<file path="src/rtl/bbf_pkg.sv">
// Package of the backlight brightness fader: command and register codes,
// level constants and the structs passed between modules. No dependencies.
package bbf_pkg;

  localparam logic [6:0] LevelMax   = 7'd100;
  localparam logic [6:0] KeyStep    = 7'd10;
  localparam logic [6:0] LadderBase = 7'd10;
  localparam logic [6:0] LevelReset = 7'd50;

  localparam logic [19:0] DdcPeriodReset = 20'd5000;
  localparam logic [19:0] KeyPeriodReset = 20'd20000;
  localparam logic [19:0] BusHoldReset   = 20'd20000;

  localparam int unsigned AddrWidth = 4;

  typedef enum logic [2:0] {
    CmdTick    = 3'd0,
    CmdDdc     = 3'd1,
    CmdPower   = 3'd2,
    CmdKeyDown = 3'd3,
    CmdKeyUp   = 3'd4
  } cmd_e;

  typedef enum logic [1:0] {
    RegDdcPeriod = 2'd0,
    RegKeyPeriod = 2'd1,
    RegBusHold   = 2'd2
  } reg_idx_e;

  localparam logic [7:0] PowerModeOn     = 8'd1;
  localparam logic [7:0] PowerModeOffLo  = 8'd2;
  localparam logic [7:0] PowerModeOffHi  = 8'd5;

  typedef struct packed {
    logic [19:0] ddc_period;
    logic [19:0] key_period;
    logic [19:0] bus_hold;
  } cfg_t;

  typedef struct packed {
    logic [6:0] pwm_percent;
    logic [6:0] target_percent;
    logic [6:0] reported_percent;
    logic       display_power_on;
    logic       bus_forced_off;
  } res_t;

endpackage

</file>
<file path="src/rtl/bbf_if.sv">
// Valid/ready channel interfaces for the fader's event input and result output.
// Depends on nothing.
interface bbf_in_if;
  logic       valid;
  logic       ready;
  logic [2:0] command;
  logic [7:0] value;
  logic       bus_both_low;

  modport source (output valid, output command, output value, output bus_both_low,
                  input ready);
  modport sink   (input valid, input command, input value, input bus_both_low,
                  output ready);
endinterface

interface bbf_out_if;
  logic       valid;
  logic       ready;
  logic [6:0] pwm_percent;
  logic [6:0] target_percent;
  logic [6:0] reported_percent;
  logic       display_power_on;
  logic       bus_forced_off;

  modport source (output valid, output pwm_percent, output target_percent,
                  output reported_percent, output display_power_on,
                  output bus_forced_off, input ready);
  modport sink   (input valid, input pwm_percent, input target_percent,
                  input reported_percent, input display_power_on,
                  input bus_forced_off, output ready);
endinterface

</file>
<file path="src/rtl/bbf_cfg.sv">
// APB-style register block holding the fade periods and the bus-low hold time.
// Depends on bbf_pkg.
module bbf_cfg (
  input  logic                          clk_i,
  input  logic                          rst_ni,
  input  logic                          psel,
  input  logic                          penable,
  input  logic                          pwrite,
  input  logic [bbf_pkg::AddrWidth-1:0] paddr,
  input  logic [31:0]                   pwdata,
  output logic [31:0]                   prdata,
  output logic                          pready,
  output bbf_pkg::cfg_t                 cfg_o
);

  bbf_pkg::cfg_t cfg_q, cfg_d;
  logic          wr_en;

  assign pready = 1'b1;
  assign wr_en  = psel && penable && pwrite;

  always_comb begin
    cfg_d = cfg_q;
    if (wr_en) begin
      unique case (paddr[3:2])
        bbf_pkg::RegDdcPeriod: cfg_d.ddc_period = pwdata[19:0];
        bbf_pkg::RegKeyPeriod: cfg_d.key_period = pwdata[19:0];
        bbf_pkg::RegBusHold:   cfg_d.bus_hold   = pwdata[19:0];
        default: ;
      endcase
    end
  end

  always_comb begin
    unique case (paddr[3:2])
      bbf_pkg::RegDdcPeriod: prdata = {12'd0, cfg_q.ddc_period};
      bbf_pkg::RegKeyPeriod: prdata = {12'd0, cfg_q.key_period};
      bbf_pkg::RegBusHold:   prdata = {12'd0, cfg_q.bus_hold};
      default:               prdata = 32'd0;
    endcase
  end

  always_ff @(posedge clk_i or negedge rst_ni) begin
    if (!rst_ni) begin
      cfg_q.ddc_period <= bbf_pkg::DdcPeriodReset;
      cfg_q.key_period <= bbf_pkg::KeyPeriodReset;
      cfg_q.bus_hold   <= bbf_pkg::BusHoldReset;
    end else begin
      cfg_q <= cfg_d;
    end
  end

  assign cfg_o = cfg_q;

endmodule

</file>
<file path="src/rtl/bbf_engine.sv">
// Fader state and its single-pass update for one event: fade stepping,
// bus-low force-off, DDC and power writes, and the key ladder. Depends on bbf_pkg.
module bbf_engine (
  input  logic          clk_i,
  input  logic          rst_ni,
  input  logic          fire_i,
  input  logic [2:0]    command_i,
  input  logic [7:0]    value_i,
  input  logic          bus_both_low_i,
  input  bbf_pkg::cfg_t cfg_i,
  output bbf_pkg::res_t res_o
);

  logic [6:0]  pwm_q, pwm_d;
  logic [6:0]  target_q, target_d;
  logic [6:0]  remembered_q, remembered_d;
  logic [6:0]  reported_q, reported_d;
  logic        power_q, power_d;
  logic        key_off_q, key_off_d;
  logic        slow_q, slow_d;
  logic [19:0] step_q, step_d;
  logic [19:0] low_cnt_q, low_cnt_d;
  logic        forced_q, forced_d;

  logic [19:0] period;
  logic [19:0] step_base;
  logic [19:0] step_inc;
  logic        hold_reached;
  logic        forced_tick;
  logic [6:0]  ladder_next;
  logic [6:0]  ddc_level;

  // Key ladder 0, 1, base, base+step, ... LevelMax.
  function automatic logic [6:0] ladder(input logic [6:0] cur, input logic down);
    logic [7:0] sum;
    sum = {1'b0, cur} + {1'b0, bbf_pkg::KeyStep};
    if (down) begin
      if (cur <= 7'd1) ladder = 7'd0;
      else if (cur <= bbf_pkg::LadderBase) ladder = 7'd1;
      else if ({1'b0, cur} < {1'b0, bbf_pkg::KeyStep} + {1'b0, bbf_pkg::LadderBase})
        ladder = bbf_pkg::LadderBase;
      else ladder = cur - bbf_pkg::KeyStep;
    end else begin
      if (cur == 7'd0) ladder = 7'd1;
      else if (cur < bbf_pkg::LadderBase) ladder = bbf_pkg::LadderBase;
      else if (sum > {1'b0, bbf_pkg::LevelMax}) ladder = bbf_pkg::LevelMax;
      else ladder = sum[6:0];
    end
  endfunction

  always_comb begin
    period = slow_q ? cfg_i.key_period : cfg_i.ddc_period;
    if (period == 20'd0) period = 20'd1;
  end

  assign hold_reached = (low_cnt_q >= cfg_i.bus_hold);
  // Forced state after this tick's bus sample.
  assign forced_tick  = bus_both_low_i && (forced_q || hold_reached);
  // Releasing the bus restarts the step counter before the fade of the same tick.
  assign step_base    = (!bus_both_low_i && forced_q) ? 20'd0 : step_q;
  assign step_inc     = step_base + 20'd1;
  assign ladder_next  = ladder(reported_q, command_i == bbf_pkg::CmdKeyDown);
  assign ddc_level    = (value_i > {1'b0, bbf_pkg::LevelMax}) ? bbf_pkg::LevelMax
                                                              : value_i[6:0];

  always_comb begin
    pwm_d        = pwm_q;
    target_d     = target_q;
    remembered_d = remembered_q;
    reported_d   = reported_q;
    power_d      = power_q;
    key_off_d    = key_off_q;
    slow_d       = slow_q;
    step_d       = step_q;
    low_cnt_d    = low_cnt_q;
    forced_d     = forced_q;

    unique case (command_i) inside
      bbf_pkg::CmdTick: begin
        forced_d = forced_tick;
        if (bus_both_low_i) begin
          if (!hold_reached) low_cnt_d = low_cnt_q + 20'd1;
          if (!forced_q && hold_reached) pwm_d = 7'd0;
        end else begin
          low_cnt_d = 20'd0;
        end
        if (!forced_tick) begin
          if (step_inc < period) begin
            step_d = step_inc;
          end else begin
            step_d = 20'd0;
            if (pwm_q < target_q) pwm_d = pwm_q + 7'd1;
            else if (pwm_q > target_q) pwm_d = pwm_q - 7'd1;
          end
        end else begin
          step_d = step_base;
        end
      end
      bbf_pkg::CmdDdc: begin
        reported_d = ddc_level;
        if (ddc_level != 7'd0) begin
          remembered_d = ddc_level;
          key_off_d    = 1'b0;
        end
        target_d = power_q ? ddc_level : 7'd0;
        slow_d   = 1'b0;
        step_d   = 20'd0;
      end
      bbf_pkg::CmdPower: begin
        if (value_i == bbf_pkg::PowerModeOn) begin
          if (!power_q) begin
            power_d  = 1'b1;
            target_d = key_off_q ? 7'd0 : remembered_q;
            slow_d   = 1'b0;
            step_d   = 20'd0;
          end
        end else if (value_i >= bbf_pkg::PowerModeOffLo &&
                     value_i <= bbf_pkg::PowerModeOffHi) begin
          power_d  = 1'b0;
          target_d = 7'd0;
          slow_d   = 1'b0;
          step_d   = 20'd0;
        end
      end
      bbf_pkg::CmdKeyDown, bbf_pkg::CmdKeyUp: begin
        if (ladder_next != reported_q) begin
          reported_d = ladder_next;
          step_d     = 20'd0;
          if (ladder_next == 7'd0) begin
            key_off_d = 1'b1;
            target_d  = 7'd0;
            slow_d    = 1'b1;
          end else begin
            key_off_d    = 1'b0;
            remembered_d = ladder_next;
            target_d     = power_q ? ladder_next : 7'd0;
            slow_d       = power_q;
          end
        end
      end
      default: ;
    endcase
  end

  always_ff @(posedge clk_i or negedge rst_ni) begin
    if (!rst_ni) begin
      pwm_q        <= bbf_pkg::LevelReset;
      target_q     <= bbf_pkg::LevelReset;
      remembered_q <= bbf_pkg::LevelReset;
      reported_q   <= bbf_pkg::LevelReset;
      power_q      <= 1'b1;
      key_off_q    <= 1'b0;
      slow_q       <= 1'b0;
      step_q       <= 20'd0;
      low_cnt_q    <= 20'd0;
      forced_q     <= 1'b0;
    end else if (fire_i) begin
      pwm_q        <= pwm_d;
      target_q     <= target_d;
      remembered_q <= remembered_d;
      reported_q   <= reported_d;
      power_q      <= power_d;
      key_off_q    <= key_off_d;
      slow_q       <= slow_d;
      step_q       <= step_d;
      low_cnt_q    <= low_cnt_d;
      forced_q     <= forced_d;
    end
  end

  // The result of an event is the state it leaves behind.
  assign res_o.pwm_percent      = pwm_d;
  assign res_o.target_percent   = target_d;
  assign res_o.reported_percent = reported_d;
  assign res_o.display_power_on = power_d;
  assign res_o.bus_forced_off   = forced_d;

endmodule

</file>
<file path="src/rtl/backlight_brightness_fader_core.sv">
// Backlight brightness fader, top level. An event passes through the input register
// and then the result register; either may hold it while the result channel stalls.
// Throughput: one event per cycle while the result channel is not stalled, set by the state update pass.
// Reset (rst_ni, asynchronous, active low) sets levels to 50, power on, counters
// and flags cleared, fade periods 5000/20000 and bus-low hold 20000 ticks.
// Depends on bbf_pkg, bbf_if, bbf_cfg and bbf_engine.
module backlight_brightness_fader_core (
  input  logic                          clk_i,
  input  logic                          rst_ni,
  bbf_in_if.sink                        in_ch_i,
  bbf_out_if.source                     out_ch_o,
  input  logic                          psel,
  input  logic                          penable,
  input  logic                          pwrite,
  input  logic [bbf_pkg::AddrWidth-1:0] paddr,
  input  logic [31:0]                   pwdata,
  output logic [31:0]                   prdata,
  output logic                          pready
);

  bbf_pkg::cfg_t cfg;
  bbf_pkg::res_t res;
  bbf_pkg::res_t res_q;

  logic       s1_valid_q;
  logic [2:0] s1_cmd_q;
  logic [7:0] s1_value_q;
  logic       s1_low_q;
  logic       out_valid_q;
  logic       advance;
  logic       in_fire;

  bbf_cfg u_cfg (
    .clk_i   (clk_i),
    .rst_ni  (rst_ni),
    .psel    (psel),
    .penable (penable),
    .pwrite  (pwrite),
    .paddr   (paddr),
    .pwdata  (pwdata),
    .prdata  (prdata),
    .pready  (pready),
    .cfg_o   (cfg)
  );

  bbf_engine u_engine (
    .clk_i          (clk_i),
    .rst_ni         (rst_ni),
    .fire_i         (advance),
    .command_i      (s1_cmd_q),
    .value_i        (s1_value_q),
    .bus_both_low_i (s1_low_q),
    .cfg_i          (cfg),
    .res_o          (res)
  );

  // The event in the input register moves on whenever the result slot is free.
  assign advance       = s1_valid_q && (!out_valid_q || out_ch_o.ready);
  assign in_ch_i.ready = !s1_valid_q || advance;
  assign in_fire       = in_ch_i.valid && in_ch_i.ready;

  always_ff @(posedge clk_i or negedge rst_ni) begin
    if (!rst_ni) begin
      s1_valid_q  <= 1'b0;
      out_valid_q <= 1'b0;
    end else begin
      if (in_fire) s1_valid_q <= 1'b1;
      else if (advance) s1_valid_q <= 1'b0;
      if (advance) out_valid_q <= 1'b1;
      else if (out_ch_o.ready) out_valid_q <= 1'b0;
    end
  end

  always_ff @(posedge clk_i) begin
    if (in_fire) begin
      s1_cmd_q   <= in_ch_i.command;
      s1_value_q <= in_ch_i.value;
      s1_low_q   <= in_ch_i.bus_both_low;
    end
    if (advance) res_q <= res;
  end

  assign out_ch_o.valid            = out_valid_q;
  assign out_ch_o.pwm_percent      = res_q.pwm_percent;
  assign out_ch_o.target_percent   = res_q.target_percent;
  assign out_ch_o.reported_percent = res_q.reported_percent;
  assign out_ch_o.display_power_on = res_q.display_power_on;
  assign out_ch_o.bus_forced_off   = res_q.bus_forced_off;

endmodule

</file>
<file path="src/flat_wrapper.sv">
// flat-port wrapper written by rule: the top's interface ports become plain ports
module backlight_brightness_fader_core_flat 
  (clk_i, rst_ni, psel, penable, pwrite, paddr, pwdata, prdata, pready, in_ch_i_valid, in_ch_i_command, in_ch_i_value, in_ch_i_bus_both_low, in_ch_i_ready, out_ch_o_valid, out_ch_o_pwm_percent, out_ch_o_target_percent, out_ch_o_reported_percent, out_ch_o_display_power_on, out_ch_o_bus_forced_off, out_ch_o_ready);
  bbf_in_if in_ch_i_i ();
  bbf_out_if out_ch_o_i ();
  input  logic clk_i;
  input  logic rst_ni;
  input  logic psel;
  input  logic penable;
  input  logic pwrite;
  input  logic [bbf_pkg::AddrWidth-1:0] paddr;
  input  logic [31:0] pwdata;
  output logic [31:0] prdata;
  output logic pready;
  input wire logic [$bits(in_ch_i_i.valid)-1:0] in_ch_i_valid;
  input wire logic [$bits(in_ch_i_i.command)-1:0] in_ch_i_command;
  input wire logic [$bits(in_ch_i_i.value)-1:0] in_ch_i_value;
  input wire logic [$bits(in_ch_i_i.bus_both_low)-1:0] in_ch_i_bus_both_low;
  output wire logic [$bits(in_ch_i_i.ready)-1:0] in_ch_i_ready;
  output wire logic [$bits(out_ch_o_i.valid)-1:0] out_ch_o_valid;
  output wire logic [$bits(out_ch_o_i.pwm_percent)-1:0] out_ch_o_pwm_percent;
  output wire logic [$bits(out_ch_o_i.target_percent)-1:0] out_ch_o_target_percent;
  output wire logic [$bits(out_ch_o_i.reported_percent)-1:0] out_ch_o_reported_percent;
  output wire logic [$bits(out_ch_o_i.display_power_on)-1:0] out_ch_o_display_power_on;
  output wire logic [$bits(out_ch_o_i.bus_forced_off)-1:0] out_ch_o_bus_forced_off;
  input wire logic [$bits(out_ch_o_i.ready)-1:0] out_ch_o_ready;
  assign in_ch_i_i.valid = in_ch_i_valid;
  assign in_ch_i_i.command = in_ch_i_command;
  assign in_ch_i_i.value = in_ch_i_value;
  assign in_ch_i_i.bus_both_low = in_ch_i_bus_both_low;
  assign in_ch_i_ready = in_ch_i_i.ready;
  assign out_ch_o_valid = out_ch_o_i.valid;
  assign out_ch_o_pwm_percent = out_ch_o_i.pwm_percent;
  assign out_ch_o_target_percent = out_ch_o_i.target_percent;
  assign out_ch_o_reported_percent = out_ch_o_i.reported_percent;
  assign out_ch_o_display_power_on = out_ch_o_i.display_power_on;
  assign out_ch_o_bus_forced_off = out_ch_o_i.bus_forced_off;
  assign out_ch_o_i.ready = out_ch_o_ready;
  backlight_brightness_fader_core u_core (.clk_i(clk_i), .rst_ni(rst_ni), .in_ch_i(in_ch_i_i), .out_ch_o(out_ch_o_i), .psel(psel), .penable(penable), .pwrite(pwrite), .paddr(paddr), .pwdata(pwdata), .prdata(prdata), .pready(pready));
endmodule
</file>
<file path="config.mk">
export PLATFORM = sky130hd
export DESIGN_NAME = backlight_brightness_fader_core_flat
export DESIGN_NICKNAME = d
export VERILOG_FILES = /design/src/rtl/bbf_pkg.sv /design/src/rtl/bbf_if.sv /design/src/rtl/bbf_cfg.sv /design/src/rtl/bbf_engine.sv /design/src/rtl/backlight_brightness_fader_core.sv /design/src/flat_wrapper.sv
export SDC_FILE = /design/constraint.sdc
export NUM_CORES = 1
export LEC_CHECK = 0
export BUFFER_PORTS_ARGS = -buffer_cell sky130_fd_sc_hd__buf_4
export CAP_MARGIN = 40
export CORE_ASPECT_RATIO = 1.2
export CORE_MARGIN = 2
export CORE_UTILIZATION = 40
export DETAILED_ROUTE_END_ITERATION = 6
export PLACE_DENSITY_LB_ADDON = 0.05
export SYNTH_ARGS = -nofsm -noshare
export SYNTH_HDL_FRONTEND = slang
export SYNTH_SLANG_ARGS = --single-unit
</file>
<file path="constraint.sdc">
create_clock -name clk_i -period 4.45 [get_ports clk_i]
set_clock_uncertainty 0.1 [all_clocks]
set_input_delay 0.445 -clock clk_i [delete_from_list [all_inputs] [get_ports clk_i]]
set_output_delay 0.445 -clock clk_i [all_outputs]
set_load 0.01 [all_outputs]
</file>
# ---- Word-level counts from Yosys, hierarchy flattened
# Cells that the tools add are included.
dict set report word_totals {
  reg_bits 169
  inputBits 55
  out_inout_bits 58
  wordCells 151
}
dict set report classes {
  n_addsub 6
  n_lt_le_gt_ge 12
  eq_ne 14
  mux 61
  n_reduce_logical 35
}
# op count
set ops {}
lappend ops {{2-to-1 mux 20 bit} 11}
lappend ops {{2-to-1 mux 7 bit} 27}
lappend ops {{one-hot mux 20 bit (4 select lines)} 1}
lappend ops {{one-hot mux 20 bit (3 select lines)} 1}
lappend ops {{adder 20 x 1 -> 20 bit (second input constant)} 2}
lappend ops {{one-hot mux 7 bit (2 select lines)} 2}
lappend ops {{one-hot mux 7 bit (3 select lines)} 1}
lappend ops {{>= comparator 20 bit} 1}
lappend ops {{zero test 20 bit} 1}
lappend ops {{< comparator 20 bit} 1}
lappend ops {{greater-than comparator 8 x 7 -> 1 bit (second input constant)} 2}
lappend ops {{2-to-1 mux 1 bit} 16}
lappend ops {{AND reduction 5 bit} 3}
lappend ops {{zero test 7 bit} 2}
lappend ops {{adder 7 x 4 -> 8 bit (second input constant)} 1}
lappend ops {{equality test 8 x 1 -> 1 bit (second input constant)} 1}
lappend ops {{>= comparator 8 x 2 -> 1 bit (second input constant)} 1}
lappend ops {{<= comparator 8 x 3 -> 1 bit (second input constant)} 1}
lappend ops {{logical AND 1 bit} 8}
lappend ops {{adder 7 x 1 -> 7 bit (second input constant)} 1}
lappend ops {{greater-than comparator 7 bit} 1}
lappend ops {{<= comparator 7 x 1 -> 1 bit (second input constant)} 1}
lappend ops {{<= comparator 7 x 4 -> 1 bit (second input constant)} 1}
lappend ops {{< comparator 7 x 4 -> 1 bit (second input constant)} 1}
lappend ops {{other kinds (28)} 40}

# ---- Depth between registers and ports, before layout
dict set report logic_depth {
  ltp_word 10
  mapped_depth 21
  mapped_depth_nobuf 19
}

# ---- By module
# From an unflattened synthesis, not the netlist that was laid out.
dict set report hier_totals {
  hier_cells 1099
  area_unflattened_um2 10814.1
}
# mod n_inst cells_per_inst area_per_inst_um2
set modules_own_cells {}
lappend modules_own_cells {bbf_engine 1 843 6802.8}
lappend modules_own_cells {bbf_cfg 1 213 2856.5}
lappend modules_own_cells {backlight_brightness_fader_core 1 43 1154.9}

# ---- Worst setup path after synthesis
# No wires, ideal clock.
dict set report synth_path {
  path_kind {flip-flop to flip-flop}
  start {reg u_core.u_engine.slow_q}
  end {reg u_core.res_q (netlist bit u_core.out_ch_o.pwm_percent[1]) (data pin)}
  setup_ps 134
  t_arrival_ps 3650
  required_time_ps 4216
  slack_ps 566
  path_stages_with_launch 16
  n_path_buf 4
  synth_period_minus_slack_ps 3884
  path_cell_list {dfrtp_1 -> clkbuf_1 -> clkbuf_1 -> buf_1 -> mux2i_1 -> ha_1 -> a21o_1 -> a21o_1 -> a211oi_1 -> o21ai_0 -> a211o_1 -> o221a_2 -> a21oi_1 -> nand2b_1 -> clkbuf_1 -> a32o_1}
}
# item line
set synth_lines {}
lappend synth_lines {{start, declared} bbf_engine.sv:20} ;# logic slow_q, slow_d;
lappend synth_lines {{start signal, assigned} bbf_engine.sv:164} ;# slow_q <= slow_d;
lappend synth_lines {{end signal, assigned} backlight_brightness_fader_core.sv:80} ;# if (advance) res_q <= res;
lappend synth_lines {{end, declared} backlight_brightness_fader_core.sv:23} ;# bbf_pkg::res_t res_q;

==> results.sh <==
export IMPL_status="completed"
export IMPL_endpoint_kind="register"
export IMPL_switchingPower_mw=2.170
export IMPL_ys_dominant_reg_cell="dfrtp_1"
export IMPL_finalSetupViolCount=0
export IMPL_synth_top_cell_area_share_pct=24.75
export IMPL_r2r_start="u_core.u_engine.forced_q$_DFFE_PN0P_"
export IMPL_postCtsSetupBuffers=0
export IMPL_finalHoldViolations=0
export IMPL_arrival_ps=4410
export IMPL_leakage_nw=5.318
export IMPL_finalWirelength_um=30170
export IMPL_core_area_sq_um=26350
export IMPL_drive_gt1_share_pct=20.36
export IMPL_worstSetupStartpoint="u_core.u_engine.forced_q$_DFFE_PN0P_"
export IMPL_antenna_cells=0
export IMPL_max_freq_mhz=238.1
export IMPL_gp_congestion=0.8518
export IMPL_grt_pass1_vias=8792
export IMPL_power_density_nw_per_um2=467.6
export IMPL_fillers=2615
export IMPL_clock_sinks=169
export IMPL_drv_cap=0
export IMPL_worst_path_max_delay_cell="dfrtp_1"
export IMPL_die_y_um=183.3
export IMPL_grtUsageTotal_pct=22.04
export IMPL_cts_max_path_buffers=2
export IMPL_core_rowCount=65
export IMPL_initialDrtViolationCount=478
export IMPL_drc=0
export IMPL_synth_cells=1123
export IMPL_synth_top_area_cell="dfrtp_1"
export IMPL_synth_top_cells_by_count="nor2_1 (108), dfrtp_1 (106), nand2_1 (106)"
export IMPL_rsz0062_at_grt="false"
export IMPL_synth_seq_cells=169
export IMPL_synth_most_common_cell="nor2_1"
export IMPL_die_area_sq_um=28120
export IMPL_power_frac_seq_pct=39.4
export IMPL_ctsHtreeMaxLevel=4
export IMPL_comb_power_share_pct=34.8
export IMPL_swShare_pct=37.77
export IMPL_grt_pass1_wl_um=48390
export IMPL_cts_tree="built"
export IMPL_async_flop_share_pct=79.29
export IMPL_intPower_mw=3.574
export IMPL_critPathKind="reg -> reg"
export IMPL_root_buffer="clkbuf_16"
export IMPL_ios=113
export IMPL_ant_nets=0
export IMPL_grt_overflow=0
export IMPL_synth_warning_count=0
export IMPL_grt_max_degree=68
export IMPL_required_ps=4660
export IMPL_syn_area_per_cell_sq_um=9.544
export IMPL_r2r_slack_ps=250
export IMPL_slew_viol_final=0
export IMPL_clockPowerShare_pct=25.8
export IMPL_cp_cell_sequence="nand2b_1 > and2_1 > ha_1 > inv_1 > nor2_1 > buf_4 > nand3_1 > xor2_1 > nor2_1 > ha_1 > a21o_1 > a21oi_1 > o21ai_0 > a211o_1 > o221a_2 > a21oi_1 > nand2b_1 > a32o_1"
export IMPL_cp_start_kind="register"
export IMPL_max_slew_margin_pct=39.43
export IMPL_grt_antenna_before_repair=0
export IMPL_power_mw=5.744
export IMPL_area_delta_synth_final_pct=14.62
export IMPL_final_core_util_pct=46.62
export IMPL_synth_enable_flop_cells=35
export IMPL_min_path_type="in -> reg"
export IMPL_drt_pass1_iter_count=7
export IMPL_avgRoutedWirePerCell_um=19.49
export IMPL_synthTopCellsByArea="dfrtp_1 (25%), edfxtp_1 (9.8%), dfstp_2 (6.9%)"
export IMPL_min_from="in_ch_i_value[7]"
export IMPL_slowest_delay_ps=430
export IMPL_period_share_pct=94.37
export IMPL_path_clk_slew_ps=70
export IMPL_vdd_ir_drop_max_uv=209.3
export IMPL_worst_pin_slew_ps=904.5
export IMPL_drt_vias_per_instance=5.582
export IMPL_fin_nets=1310
export IMPL_dp_hpwl_um=22310
export IMPL_setup_tns_final_ps=0
export IMPL_cts_buffers=17
export IMPL_crit_path_max_fanout=8
export IMPL_netlist_area_sq_um=10720
export IMPL_portBuffers=85
export IMPL_initial_utilization_pct=40.67
export IMPL_ys_seq_area_share_pct=41.42
export IMPL_period_minus_slack_ps=4199
export IMPL_die_x_um=153.4
export IMPL_yosysUniqueCellTypes=81
export IMPL_vias=8641
export IMPL_insertion_delay_ps=450
[worst paths after layout]
path	to	cells past startpoint
hold / removal	u_core.s1_value_q[7]$_DFFE_PP_	1
setup / recovery	u_core.out_ch_o.pwm_percent[4]$_DFFE_PP_	18
setup reg to reg	u_core.out_ch_o.pwm_percent[4]$_DFFE_PP_	18
hold reg to reg	u_core.u_engine.remembered_q[4]$_DFFE_PN1P_	2
max in group asynchronous	u_core.u_cfg.cfg_o[34]$_DFFE_PN1P_	3
min in group asynchronous	u_core.u_engine.reported_q[6]$_DFFE_PN0P_	2
[cells in the final DEF (no fill, tap or decap), types with 13 or more instances in the layout]
master / instances
a21o_1: 17
a21oi_1: 58
a22o_1: 13
buf_4: 111
clkbuf_16: 17
conb_1: 13
dfrtp_1: 106
dfstp_2: 28
edfxtp_1: 35
ha_1: 55
inv_1: 51
mux2_2: 46
mux2i_1: 57
nand2_1: 106
nand3_1: 28
nand4_1: 18
nor2_1: 108
nor3_1: 28
o21ai_0: 80
xnor2_1: 14
xor2_1: 17
[worst max-delay path: cells and delay by family, from the launching register on]
family / cells / cell delay [ps]
flip-flops: 1 / 430
buffers and inverters: 2 / 240
AND/OR/NAND/NOR: 6 / 1250
adder cells (fa/ha/maj): 2 / 490
AO/OA/AOI/OAI: 7 / 1400
XOR/XNOR: 1 / 150
[state kept, by name (all words and copies together), names as in the netlist]
signal,count
u_core.out_ch_o.target_percent,7
u_core.u_engine.pwm_q,7
u_core.u_engine.slow_q,1
u_core.u_cfg.cfg_o,60
u_core.out_ch_o.pwm_percent,7
u_core.u_engine.power_q,1
u_core.u_engine.remembered_q,7
u_core.u_engine.step_q,20
u_core.out_ch_o.bus_forced_off,1
u_core.u_engine.target_q,7
u_core.s1_cmd_q,3
u_core.u_engine.forced_q,1
u_core.out_ch_o.valid,1
u_core.out_ch_o.reported_percent,7
u_core.out_ch_o.display_power_on,1
u_core.u_engine.low_cnt_q,20
u_core.u_engine.key_off_q,1
u_core.u_engine.reported_q,7
u_core.s1_low_q,1
u_core.s1_value_q,8
u_core.s1_valid_q,1
[per-layer routing]
layer	GRT usage, %	share of wire, %
met1	26.71	42
met4	8.073	2.7
met2	39.23	52
met5	0	0
met3	3.922	3.7
[metrics by stage]
| step | worst slack [ps] | hold slack [ps] | instance area (sq um) | std cells |
|---|---|---|---|---|
| after floorplan | 565.6 | 49.41 | 10760 | 1134 |
| after global placement | 348.6 | 357.4 | 11690 | 1514 |
| after detailed placement | 295.4 | 361.3 | 11710 | 1515 |
| after CTS | 251.3 | 49.69 | 12280 | 1548 |
| after global routing | 7.473 | 50.41 | 12280 | 1548 |
| final | 250.6 | 73.36 | 12280 | 1548 |
[power groups by stage]
stage	Sequential (mW)	Clock (mW)	Combinational [mW]
5_1_grt	2.31	1.58	2.22
2_1_floorplan	2.13	0	1.51
6_report	2.26	1.48	2.00
3_5_place_dp	2.29	0	2.00
3_3_place_gp	2.29	0	2.00
4_1_cts	2.26	1.52	2.02
[repair_timing]
action                                  in CTS  in global routing
endpoints found under the setup margin       0                  9
hold buffers                                 1                  0
resized for setup                            0                  1
hold endpoints to repair                    49                  0
[cell families (layout without fill, tap and decap cells)]
kind of cell,Yosys count,count (layout),share of synthesized area [%]
other,2,13,0.07007
flip-flops,169,169,41.42
adder cells (fa/ha/maj),55,55,6.421
AO/OA/AOI/OAI,267,267,17.22
AND/OR/NAND/NOR,375,375,16.75
XOR/XNOR,32,32,2.790
buffers and inverters,119,198,5.032
multiplexers,104,104,10.30
[cell type report]
cell class	instances	area [sq um]	area share, %
Multi-Input combinational cell	846	5794	47.17
Sequential cell	169	4439	36.14
Timing Repair Buffer	114	869.6	7.079
Clock buffer	18	429.2	3.494
Tap cell	335	419.2	3.412
Inverter	52	195.2	1.589
Clock inverter	14	137.6	1.120
(Power assumes the default switching activity.)
